<file path="src/hw/rtl/rti_div.sv">
module rti_div #(
    parameter int NUM_W  = 8,
    parameter int DEN_W  = 4,
    parameter int Q_W    = 4,
    parameter int SIDE_W = 1
) (
    input  logic              clk,
    input  logic              rst_n,
    input  logic              en,
    input  logic              in_valid,
    input  logic [NUM_W-1:0]  num,
    input  logic [DEN_W-1:0]  den,
    input  logic [SIDE_W-1:0] side_in,
    output logic              out_valid,
    output logic [Q_W-1:0]    quo,
    output logic              ovf,
    output logic [SIDE_W-1:0] side_out
);

    localparam int HI_W  = NUM_W - Q_W;
    localparam int CMP_W = (HI_W > DEN_W) ? HI_W : DEN_W;

    logic              vld_reg  [Q_W+1];
    logic [DEN_W-1:0]  rem_reg  [Q_W];
    logic [Q_W-1:0]    lo_reg   [Q_W];
    logic [DEN_W-1:0]  den_reg  [Q_W];
    logic [Q_W-1:0]    quo_reg  [Q_W+1];
    logic              ovf_reg  [Q_W+1];
    logic [SIDE_W-1:0] side_reg [Q_W+1];

    logic [HI_W-1:0] hi;
    logic            ovf_next;

    assign hi       = num[NUM_W-1:Q_W];
    // quotient cannot fit when the upper part already reaches the divisor
    assign ovf_next = CMP_W'(hi) >= CMP_W'(den);

    always_ff @(posedge clk) begin
        if (!rst_n) begin
            vld_reg[0] <= 1'b0;
        end else if (en) begin
            vld_reg[0] <= in_valid;
        end
    end

    always_ff @(posedge clk) begin
        if (en) begin
            rem_reg[0]  <= DEN_W'(hi);
            lo_reg[0]   <= num[Q_W-1:0];
            den_reg[0]  <= den;
            quo_reg[0]  <= '0;
            ovf_reg[0]  <= ovf_next;
            side_reg[0] <= side_in;
        end
    end

    for (genvar k = 1; k <= Q_W; k++) begin : g_stage
        logic [DEN_W:0] trial;
        logic [DEN_W:0] diff;
        logic           take;

        assign trial = {rem_reg[k-1], lo_reg[k-1][Q_W-1]};
        assign diff  = trial - {1'b0, den_reg[k-1]};
        assign take  = trial >= {1'b0, den_reg[k-1]};

        always_ff @(posedge clk) begin
            if (!rst_n) begin
                vld_reg[k] <= 1'b0;
            end else if (en) begin
                vld_reg[k] <= vld_reg[k-1];
            end
        end

        always_ff @(posedge clk) begin
            if (en) begin
                quo_reg[k]  <= {quo_reg[k-1][Q_W-2:0], take};
                ovf_reg[k]  <= ovf_reg[k-1];
                side_reg[k] <= side_reg[k-1];
            end
        end

        if (k < Q_W) begin : g_carry
            always_ff @(posedge clk) begin
                if (en) begin
                    rem_reg[k] <= take ? diff[DEN_W-1:0] : trial[DEN_W-1:0];
                    lo_reg[k]  <= {lo_reg[k-1][Q_W-2:0], 1'b0};
                    den_reg[k] <= den_reg[k-1];
                end
            end
        end
    end

    assign out_valid = vld_reg[Q_W];
    assign quo       = quo_reg[Q_W];
    assign ovf       = ovf_reg[Q_W];
    assign side_out  = side_reg[Q_W];

endmodule

</file>
<file path="config.mk">
export PLATFORM = sky130hd
export DESIGN_NAME = rti_div
export DESIGN_NICKNAME = d
export VERILOG_FILES = /design/src/hw/rtl/rti_div.sv
export SDC_FILE = /design/constraint.sdc
export NUM_CORES = 1
export LEC_CHECK = 0
export ABC_AREA = 1
export BUFFER_PORTS_ARGS = -buffer_cell sky130_fd_sc_hd__buf_2
export CAP_MARGIN = 25
export CORE_MARGIN = 4
export CORE_UTILIZATION = 45
export CTS_CLUSTER_SIZE = 14
export DETAILED_ROUTE_END_ITERATION = 8
export MAX_ROUTING_LAYER = met4
export PLACE_DENSITY_LB_ADDON = 0.15
export RECOVER_POWER = 100
export SLEW_MARGIN = 20
export SYNTH_ARGS = -nofsm -noshare
export SYNTH_HDL_FRONTEND = slang
export SYNTH_SLANG_ARGS = --single-unit
</file>
<file path="constraint.sdc">
create_clock -name clk -period 2.1 [get_ports clk]
set_clock_uncertainty 0.05 [all_clocks]
set_input_delay 0.21 -clock clk [delete_from_list [all_inputs] [get_ports clk]]
set_output_delay 0.21 -clock clk [all_outputs]
set_load 0.01 [all_outputs]
</file>
==> qor.yml <==
run_status:
  outcome: "completed"
drt:
  met1_length_mm: 1.640
  viasPerCell: 4.730
  wl_met3_um: 158
  dr.pass1.iters: 4
  drt-initial-drc-count: 39
  wl_mm: 4.154
  vias: 1698
  ant_nets: 0
  wl_per_cell_um: 11.57
  drc_errors: 0
  met2_length_mm: 2.268
  top_layer: "met4"
worst_hold_path:
  min_path_type: "in -> reg"
sta:
  period_share: 0.8511
  finalHoldViolations: 0
  holdWs_ns: 0.02187
  rsz0062_at_grt: "false"
  slew_viol_final: 0
  worst_pin_slew_ns: 0.9203
  min_period_ns: 1.787
  setup_violations: 0
  slew_headroom: 0.3865
  tns_ns: 0
  fmax_mhz: 559.5
global_routing:
  grtUsageTotal: 0.1196
  grt_max_degree: 32
  grt_pass1_vias: 1747
  antenna_found_initial: 0
  grt_pass1_wl_mm: 7.320
  overflow: 0
clock_network:
  cts_buffer_depth: 2
  clock-root-buffer: "clkbuf_8"
  clkTransAtPathRegs_ns: 0.06
  postCtsSetupBuffers: 0
  cts_sinks: 67
  cts_tree: "yes"
  htreeDepth: 3
  cts_made_buffers: 9
  insertion_delay_ns: 0.33
cells_and_area:
  n_antenna_cell: 0
  nets: 317
  fin_util: 0.5341
  final_cells: 359
  design_area_um2: 3450
  area_growth_pct: 13.50
  drive_gt1_frac: 0.1170
place:
  dp_hpwl_mm: 2.979
  place_area_um2: 3248
  place_congestion: 0.8089
  dp.cells: 335
  port_buffers: 23
worst_setup_path:
  worstPathRequired_ns: 2.13
  critPathMostFrequentCell: "nand2_1"
  max_stage_delay_ns: 0.42
  cpLargestDelayFamily: "simple AND/OR/NAND/NOR gates"
  arrival_ns: 1.82
  crit_buf_inv: 0
  critPathKind: "reg -> reg"
  crit_path_end_kind: "flop"
  worstPathCellList: "ha_1 -> a21oi_1 -> nand2_1 -> nand2_1 -> nand2_1 -> nand2_1 -> nand2_1"
  crit_slowest_cell: "edfxtp_1"
  worstPathMaxFanout: 5
  start_kind: "flop"
synthesis:
  syn-cell-area_um2: 3039
  synthTopCellsByArea: "edfxtp_1 (65%), ha_1 (8.2%), inv_1 (5.7%)"
  synth_nets: 277
  post-synth-top-area-fraction: 0.6521
  synth_cells: 237
  synth-seq-cells: 67
  yosysWarningCount: 0
  synth_area_leader_cell: "edfxtp_1"
  synth_area_per_cell_um2: 12.82
  yosysSeqAreaShare: 0.6587
  yosysUniqueCellTypes: 19
floorplanning:
  fp-row-count: 29
  dieArea_um2: 8132
  die_w_um: 90.18
  start_util: 0.4706
  boundaryPins: 24
  die_y_um: 90.18
  fp.coreArea_um2: 6459
power_and_ir_drop:
  worst_ir_drop_vdd_uv: 529.0
  p_per_area_nw_per_um2: 937.1
  leakage_uw: 0.001481
flow_run:
  maxCapViolCount: 0
[layer usage]
metal	GRT usage	vias to the layer above
met3	0.04424	7
met1	0.1152	800
met4	0.06122	0
li1	-	866
met2	0.2091	25
met5	-	-
[cell type report]
cell class              instances  area (um2)
flip-flops and latches         67        2002
inverters                      46       172.7
clock inverters                 5       55.05
repair buffers                 33       185.2
clock buffers                  11       131.4
fillers                       592        3009
multi-input cells             120       807.0
well taps                      77       96.34
[cells in the mapped netlist]
cell type,number
a21oi_1,4
nand2_1,38
edfxtp_1,66
nand2_2,2
fa_1,3
dfxtp_1,1
o211ai_1,1
or2_4,3
nand4_1,4
nor2_4,6
buf_4,4
nand2_4,4
ha_1,20
nand3_1,15
nor2_1,13
inv_1,46
nand3b_1,3
xnor2_1,3
o21ai_0,1
[cells in the final DEF, fill, tap and decap left out, types with 4 or more instances in the layout]
master         netlist  final
nand2_1             38     43
clkbuf_1             0     18
ha_1                20     20
edfxtp_1            66     66
nand3_1             15     15
nand4_1              4      4
buf_2                0      8
clkbuf_8             0      9
nor2_4               6      6
nor2_1              13     13
a21oi_1              4      4
dlygate4sd3_1        0      8
inv_1               46     46
[timing repair]
item | 4_1_cts | 5_1_grt
hold endpoints to repair | 8 | 0
hold buffers | 8 | 0
resized for setup | 0 | 0
[final timing paths]
kind                 start            end  slack [ns]  depth (start not counted)
max          rem_reg[0][1]  rem_reg[1][1]        0.31                          7
min                 num[5]  rem_reg[0][1]        0.02                          1
max reg2reg  rem_reg[0][1]  rem_reg[1][1]        0.31                          7
min reg2reg   lo_reg[2][2]   lo_reg[3][3]        0.37                          0
[logic make-up after synthesis]
logic type / Yosys count / synth area share
DFF: 67 / 0.6587
xor gates and xnor gates: 3 / 0.008647
AOI/OAI and AO/OA: 6 / 0.01070
and+or+nand+nor: 88 / 0.1531
buffers and inverters: 50 / 0.06670
adders and majority gates: 23 / 0.1021
[power by group]
group	switching [uW]	leakage, uW	internal, uW	total, uW
combinational	310	0.000736	212	522
sequential	55.6	0.000656	1650	1710
clock	459	0.0000893	545	1000
total	824	0.00148	2410	3230
[through the flow]
stage | power (uW) | worst slack, ns
after global routing | 3424 | 0.1872
after detailed placement | 2289 | 0.4200
after global placement | 2273 | 0.4175
after floorplan | 2143 | 0.5754
final | 3233 | 0.3128
after CTS | 3317 | 0.3941
(Power assumes the default switching activity.)
