### src/hw/rtl/rti_sqrt.sv
module rti_sqrt #(
    parameter int X_W    = 61,
    parameter int SIDE_W = 1
) (
    input  logic                   clk,
    input  logic                   rst_n,
    input  logic                   en,
    input  logic                   in_valid,
    input  logic [X_W-1:0]         x,
    input  logic [SIDE_W-1:0]      side_in,
    output logic                   out_valid,
    output logic [(X_W+1)/2-1:0]   root,
    output logic [SIDE_W-1:0]      side_out
);

    localparam int RB = (X_W + 1) / 2;
    localparam int TW = 2 * RB + 1;

    logic              vld_reg  [RB+1];
    logic [TW-1:0]     rad_reg  [RB];
    logic [RB-1:0]     root_reg [RB+1];
    logic [SIDE_W-1:0] side_reg [RB+1];

    always_ff @(posedge clk) begin
        if (!rst_n) begin
            vld_reg[0] <= 1'b0;
        end else if (en) begin
            vld_reg[0] <= in_valid;
        end
    end

    always_ff @(posedge clk) begin
        if (en) begin
            rad_reg[0]  <= TW'(x);
            root_reg[0] <= '0;
            side_reg[0] <= side_in;
        end
    end

    // One root bit a stage; the radicand holds x minus the square of the root so far
    for (genvar k = 1; k <= RB; k++) begin : g_stage
        localparam int B = RB - k;
        logic [TW-1:0] trial;
        logic          take;

        assign trial = (TW'(root_reg[k-1]) << (B + 1)) + (TW'(1) << (2 * B));
        assign take  = rad_reg[k-1] >= trial;

        always_ff @(posedge clk) begin
            if (!rst_n) begin
                vld_reg[k] <= 1'b0;
            end else if (en) begin
                vld_reg[k] <= vld_reg[k-1];
            end
        end

        always_ff @(posedge clk) begin
            if (en) begin
                root_reg[k] <= root_reg[k-1] | (take ? (RB'(1) << B) : RB'(0));
                side_reg[k] <= side_reg[k-1];
            end
        end

        if (k < RB) begin : g_carry
            always_ff @(posedge clk) begin
                if (en) begin
                    rad_reg[k] <= take ? (rad_reg[k-1] - trial) : rad_reg[k-1];
                end
            end
        end
    end

    assign out_valid = vld_reg[RB];
    assign root      = root_reg[RB];
    assign side_out  = side_reg[RB];

endmodule

### config.mk
export PLATFORM = sky130hd
export DESIGN_NAME = rti_sqrt
export DESIGN_NICKNAME = d
export VERILOG_FILES = /design/src/hw/rtl/rti_sqrt.sv
export SDC_FILE = /design/constraint.sdc
export NUM_CORES = 2
export LEC_CHECK = 0
export BUFFER_PORTS_ARGS = -buffer_cell sky130_fd_sc_hd__buf_4
export CORE_ASPECT_RATIO = 1.75
export CORE_UTILIZATION = 51
export CTS_CLUSTER_DIAMETER = 40
export CTS_CLUSTER_SIZE = 40
export DETAILED_ROUTE_END_ITERATION = 12
export PLACE_DENSITY = 0.72
export SYNTH_ARGS = -nofsm -noshare
export SYNTH_HDL_FRONTEND = slang
export SYNTH_SLANG_ARGS = --single-unit
### constraint.sdc
create_clock -name clk -period 4 [get_ports clk]
set_input_delay 0.4 -clock clk [delete_from_list [all_inputs] [get_ports clk]]
set_output_delay 0.4 -clock clk [all_outputs]
set_load 0.01 [all_outputs]
==> metrics.sh <==
DETAILEDROUTE.FIRSTPASSITERATIONCOUNT=5
HOLD-PATH-ENDPOINT='rad_reg[0][0]'
FLOORPLAN.CORE_AREA_UM2=232000
CHIPHEIGHT_UM=641
YOSYS_REGISTER_BITS=2510
SYN2LAYOUT_AREA_GROWTH_PCT=16.5
MIN_PERIOD_NS=4.05
TOP_USAGE_LAYER='met2'
SLEW_VIOL_FINAL=0
LARGEST_REG_FLOPS=1950
CTS_TREE='done'
WORST_R2R_PATH_DEPTH=13
WORST-R2R-SETUP-SLACK_NS=-0.05
SYN-CELL-AREA_UM2=119000
COMPOUND_GATE_PORTION_OF_THE_SYNTHESIZED_AREA=0.0920
MET2_USAGE=0.649
TRITONCTS.NUM_BUFFERS=222
LEAST_MARGIN_PIN_SLEW_NS=1.17
PORT_BUFFERS=98
CLKLATENCYLATEPIN_NS=0.94
OUTCOME='complete, but fails checks'
DETAIL_ROUTE.DRC_VIOLATIONS=0
COUNT_OF_FLIP_FLOPS_WITH_A_BUILT_IN_ENABLE_AFTER_SYNTHESIS=2509
MIN_DELAY_PATH_DEPTH=2
GRT_ANTENNA_BEFORE_REPAIR=22
DIE_AREA_UM2=235000
YOSYS.AREA_SHARE.XOR_XNOR=0.0618
SETUP-VIOLATIONS-FINAL=1
WORST_R2R_STARTPOINT='rad_reg[7][73]'
DRT-TOTAL-WL_MM=380
CORE.ROWCOUNT=234
TIMING.CRITICAL_PATH.ARRIVAL_NS=4.65
SYNTH-SEQ-AREA-SHARE=0.634
WORST_SETUP_HOLD_PATH_CLK_SLEW_NS=0.10
HOLD_STARTPOINT='x[0]'
POST_ROUTE_CELLS_DRIVE_ABOVE_1_SHARE=0.146
SYNTH.TOP_CELLS.BY_COUNT='2509 x edfxtp_1, 663 x inv_1, 639 x nor2_1'
DOMINANT_COMBINATIONAL_CELL_FAMILY_BY_AREA_AFTER_SYNTHESIS='simple AND/OR/NAND/NOR gates'
IO_PINS=99
DETAIL-ROUTE-ANTENNA-NETS=0
AVGVIACOUNTPERCELL=5.92
CLOCK-SKEW-FINAL_NS=0.0785
R2R-END='rad_reg[7][187]'
FIN_CRIT_SH=1.01
WIRE_LENGTH_OF_THE_FIRST_GLOBAL_ROUTING_PASS_MM=538
CTSROOTBUFFERMASTER='clkbuf_16'
SYNTH_TOP_AREA_CELL='edfxtp_1'
SYNTH_MOST_COMMON_CELL='edfxtp_1'
GRT.TOTAL_USAGE=0.321
FIRST_GLOBAL_VIAS=84500
DP_SLACK_NS=-0.591
INITIAL_CORE_UTIL=0.513
CLKSINKCOUNT=2510
TIMING.FINAL.HOLD_VIOLATIONS=0
WL_PER_CELL_UM=27.9
DIE_X_UM=367
SYNTH_ASYNC_SR_FLOP_SHARE=0
DOMINANT_REGISTER_CELL_IN_THE_SYNTHESIZED_NETLIST='edfxtp_1'
GP_CONGESTION=1.03
CAP_VIOLATIONS=0
YOSYS-MUX-AREA-FRACTION=0.00692
CP-START-KIND='register'
CTS_MAX_PATH_BUFFERS=4
IR_DROP_V=0.000650
MAX_FREQ_MHz=247
FINAL_CRITICAL_PATH_SETUP_SLACK_NS=-0.0521
DRT_ITER0_MARKERS=4978
POWER-PER-CELL-AREA_nW_PER_UM2=567
MAX_SLEW_MARGIN=0.221
DETAILROUTE.VIA_COUNT=80500
SYNTH_TOP_AREA_SHARE=0.634
GRTUSAGEMET3=0.0529
REMAINING_GLOBAL_ROUTE_OVERFLOW=0
POST-LAYOUT-TOTAL-POWER_W=0.0785
PATH_MAX_FANOUT=3
FINAL_NETS=10900
VIOLATED_CHECKS='setup timing'
WORST_EP_REQUIRED_TIME_NS=4.60
LARGEST_NET_DEGREE_AT_THE_START_OF_GLOBAL_ROUTING=151
LEAKAGEPOWER_nW=53.1
WORST_SETUP_PATH_END_KIND='register'
TIMING.SETUP.CRITICAL_PATH_CLASS='reg -> reg'
SYNTHSIMPLEGATEAREAFRAC=0.122
SYNTH_CELLS=9352
H_TREE_LEVELS=4
SYNTH_CELL_TYPE_COUNT=108
SYNTHADDERAREAFRAC=0.0550
NFILLCELLS=18100
SYNTH_WARN=0
GLOBAL_ROUTE.USAGE.MET1=0.199
POST-DP-HPWL_MM=297
WORST_HOLD_PATH_CLASS='in -> reg'
POST_SYNTH.CELL_AREA_AVG_UM2=12.7
SYNTH_AREA_LEADERS='edfxtp_1 63%, ha_1 5.5%, xnor2_1 3.2%'
FIN_UTIL=0.597
[metal layers]
metal  part of all wire  up-vias  wire [um]
li1                   -    37100          -
met1               0.24    39100      89300
met3              0.036     1645      13700
met4               0.15       12      58800
met2               0.57     2681     218000
met5            0.00021        -         80
[metrics by stage]
| stage | cell area (um2) | hold slack, ns | std cells | setup TNS, ns |
|---|---|---|---|---|
| finish | 139000 | 0.186 | 13600 | -0.0521 |
| global route | 138000 | 0.162 | 13600 | -0.135 |
| CTS | 138000 | 0.131 | 13600 | -0.109 |
| detailed placement | 129000 | 0.405 | 13100 | -31.53 |
| global placement | 129000 | 0.400 | 13100 | -34.37 |
| floorplan | 119000 | 0.400 | 9353 | 0 |
[cell usage in the layout (no fill, tap or decap), types with 98 or more instances in the layout]
cell type / count
nand2b_1: 100
ha_1: 518
or3_1: 98
nor4_1: 292
nand3_1: 165
clkbuf_16: 225
edfxtp_1: 2509
a21oi_1: 558
nand4_1: 160
buf_4: 865
xnor2_1: 434
a21o_1: 221
inv_1: 663
xor2_1: 399
nor2_1: 638
nand2_1: 567
nor3_1: 249
o21ai_0: 420
[power breakdown]
part	internal (W)	total, W	switching, W
Clock	0.0121	0.0236	0.0115
Sequential	0.0330	0.0356	0.00261
Combinational	0.00789	0.0193	0.0114
[cell families after synthesis]
group           count (synthesis)
mux                            74
other cells                     1
fa+ha+maj                     523
simple gates                 2785
xor+xnor                      839
compound gates               1752
flops                        2510
buf+inv                       868
[cell type report]
class	count	area (um2)	area share
Sequential cell	2510	75400	0.544
Multi-Input combinational cell	5975	40700	0.294
Timing Repair Buffer	969	7910	0.0571
Clock buffer	234	5660	0.0409
Tap cell	3068	3840	0.0277
Inverter	667	2510	0.0181
Clock inverter	175	2470	0.0179
Antenna cell	17	42.5	0.000307
[critical path, stage by stage, from the launching register on]
cell	delay (ns)
edfxtp_1	0.41
ha_1	0.35
buf_4	0.14
and3_1	0.18
and3_1	0.23
a22o_1	0.24
o2111ai_1	0.13
buf_4	0.17
a211oi_2	0.59
nor2_1	0.18
nor4_1	0.76
nor4_1	0.09
buf_4	0.17
xor2_1	0.13
[repair_timing]
| item | in CTS | in global routing |
|---|---|---|
| setup buffers | 2 | 7 |
| endpoints found under the setup margin | 230 | 222 |
| hold buffers | 66 | 0 |
| cloned | 0 | 0 |
| resized for setup | 29 | 68 |
| hold endpoints to repair | 91 | 0 |
| pin swaps | 4 | 10 |
[worst max-delay path by stage]
| stage | startpoint | to | slack (ns) | depth (start not counted) |
|---|---|---|---|---|
| 3_3_place_gp | root_reg[7][39] | rad_reg[7][177] | -0.64 | 13 |
| 2_1_floorplan | rad_reg[7][29] | rad_reg[7][121] | 0.55 | 12 |
| 4_1_cts | rad_reg[6][99] | rad_reg[6][178] | -0.05 | 13 |
| 5_1_grt | rad_reg[3][206] | rad_reg[4][56] | -0.09 | 10 |
| 3_5_place_dp | root_reg[7][54] | rad_reg[7][177] | -0.59 | 12 |
| 6_report | rad_reg[7][73] | rad_reg[7][187] | -0.05 | 13 |
Power figures use the tool's default switching activity.
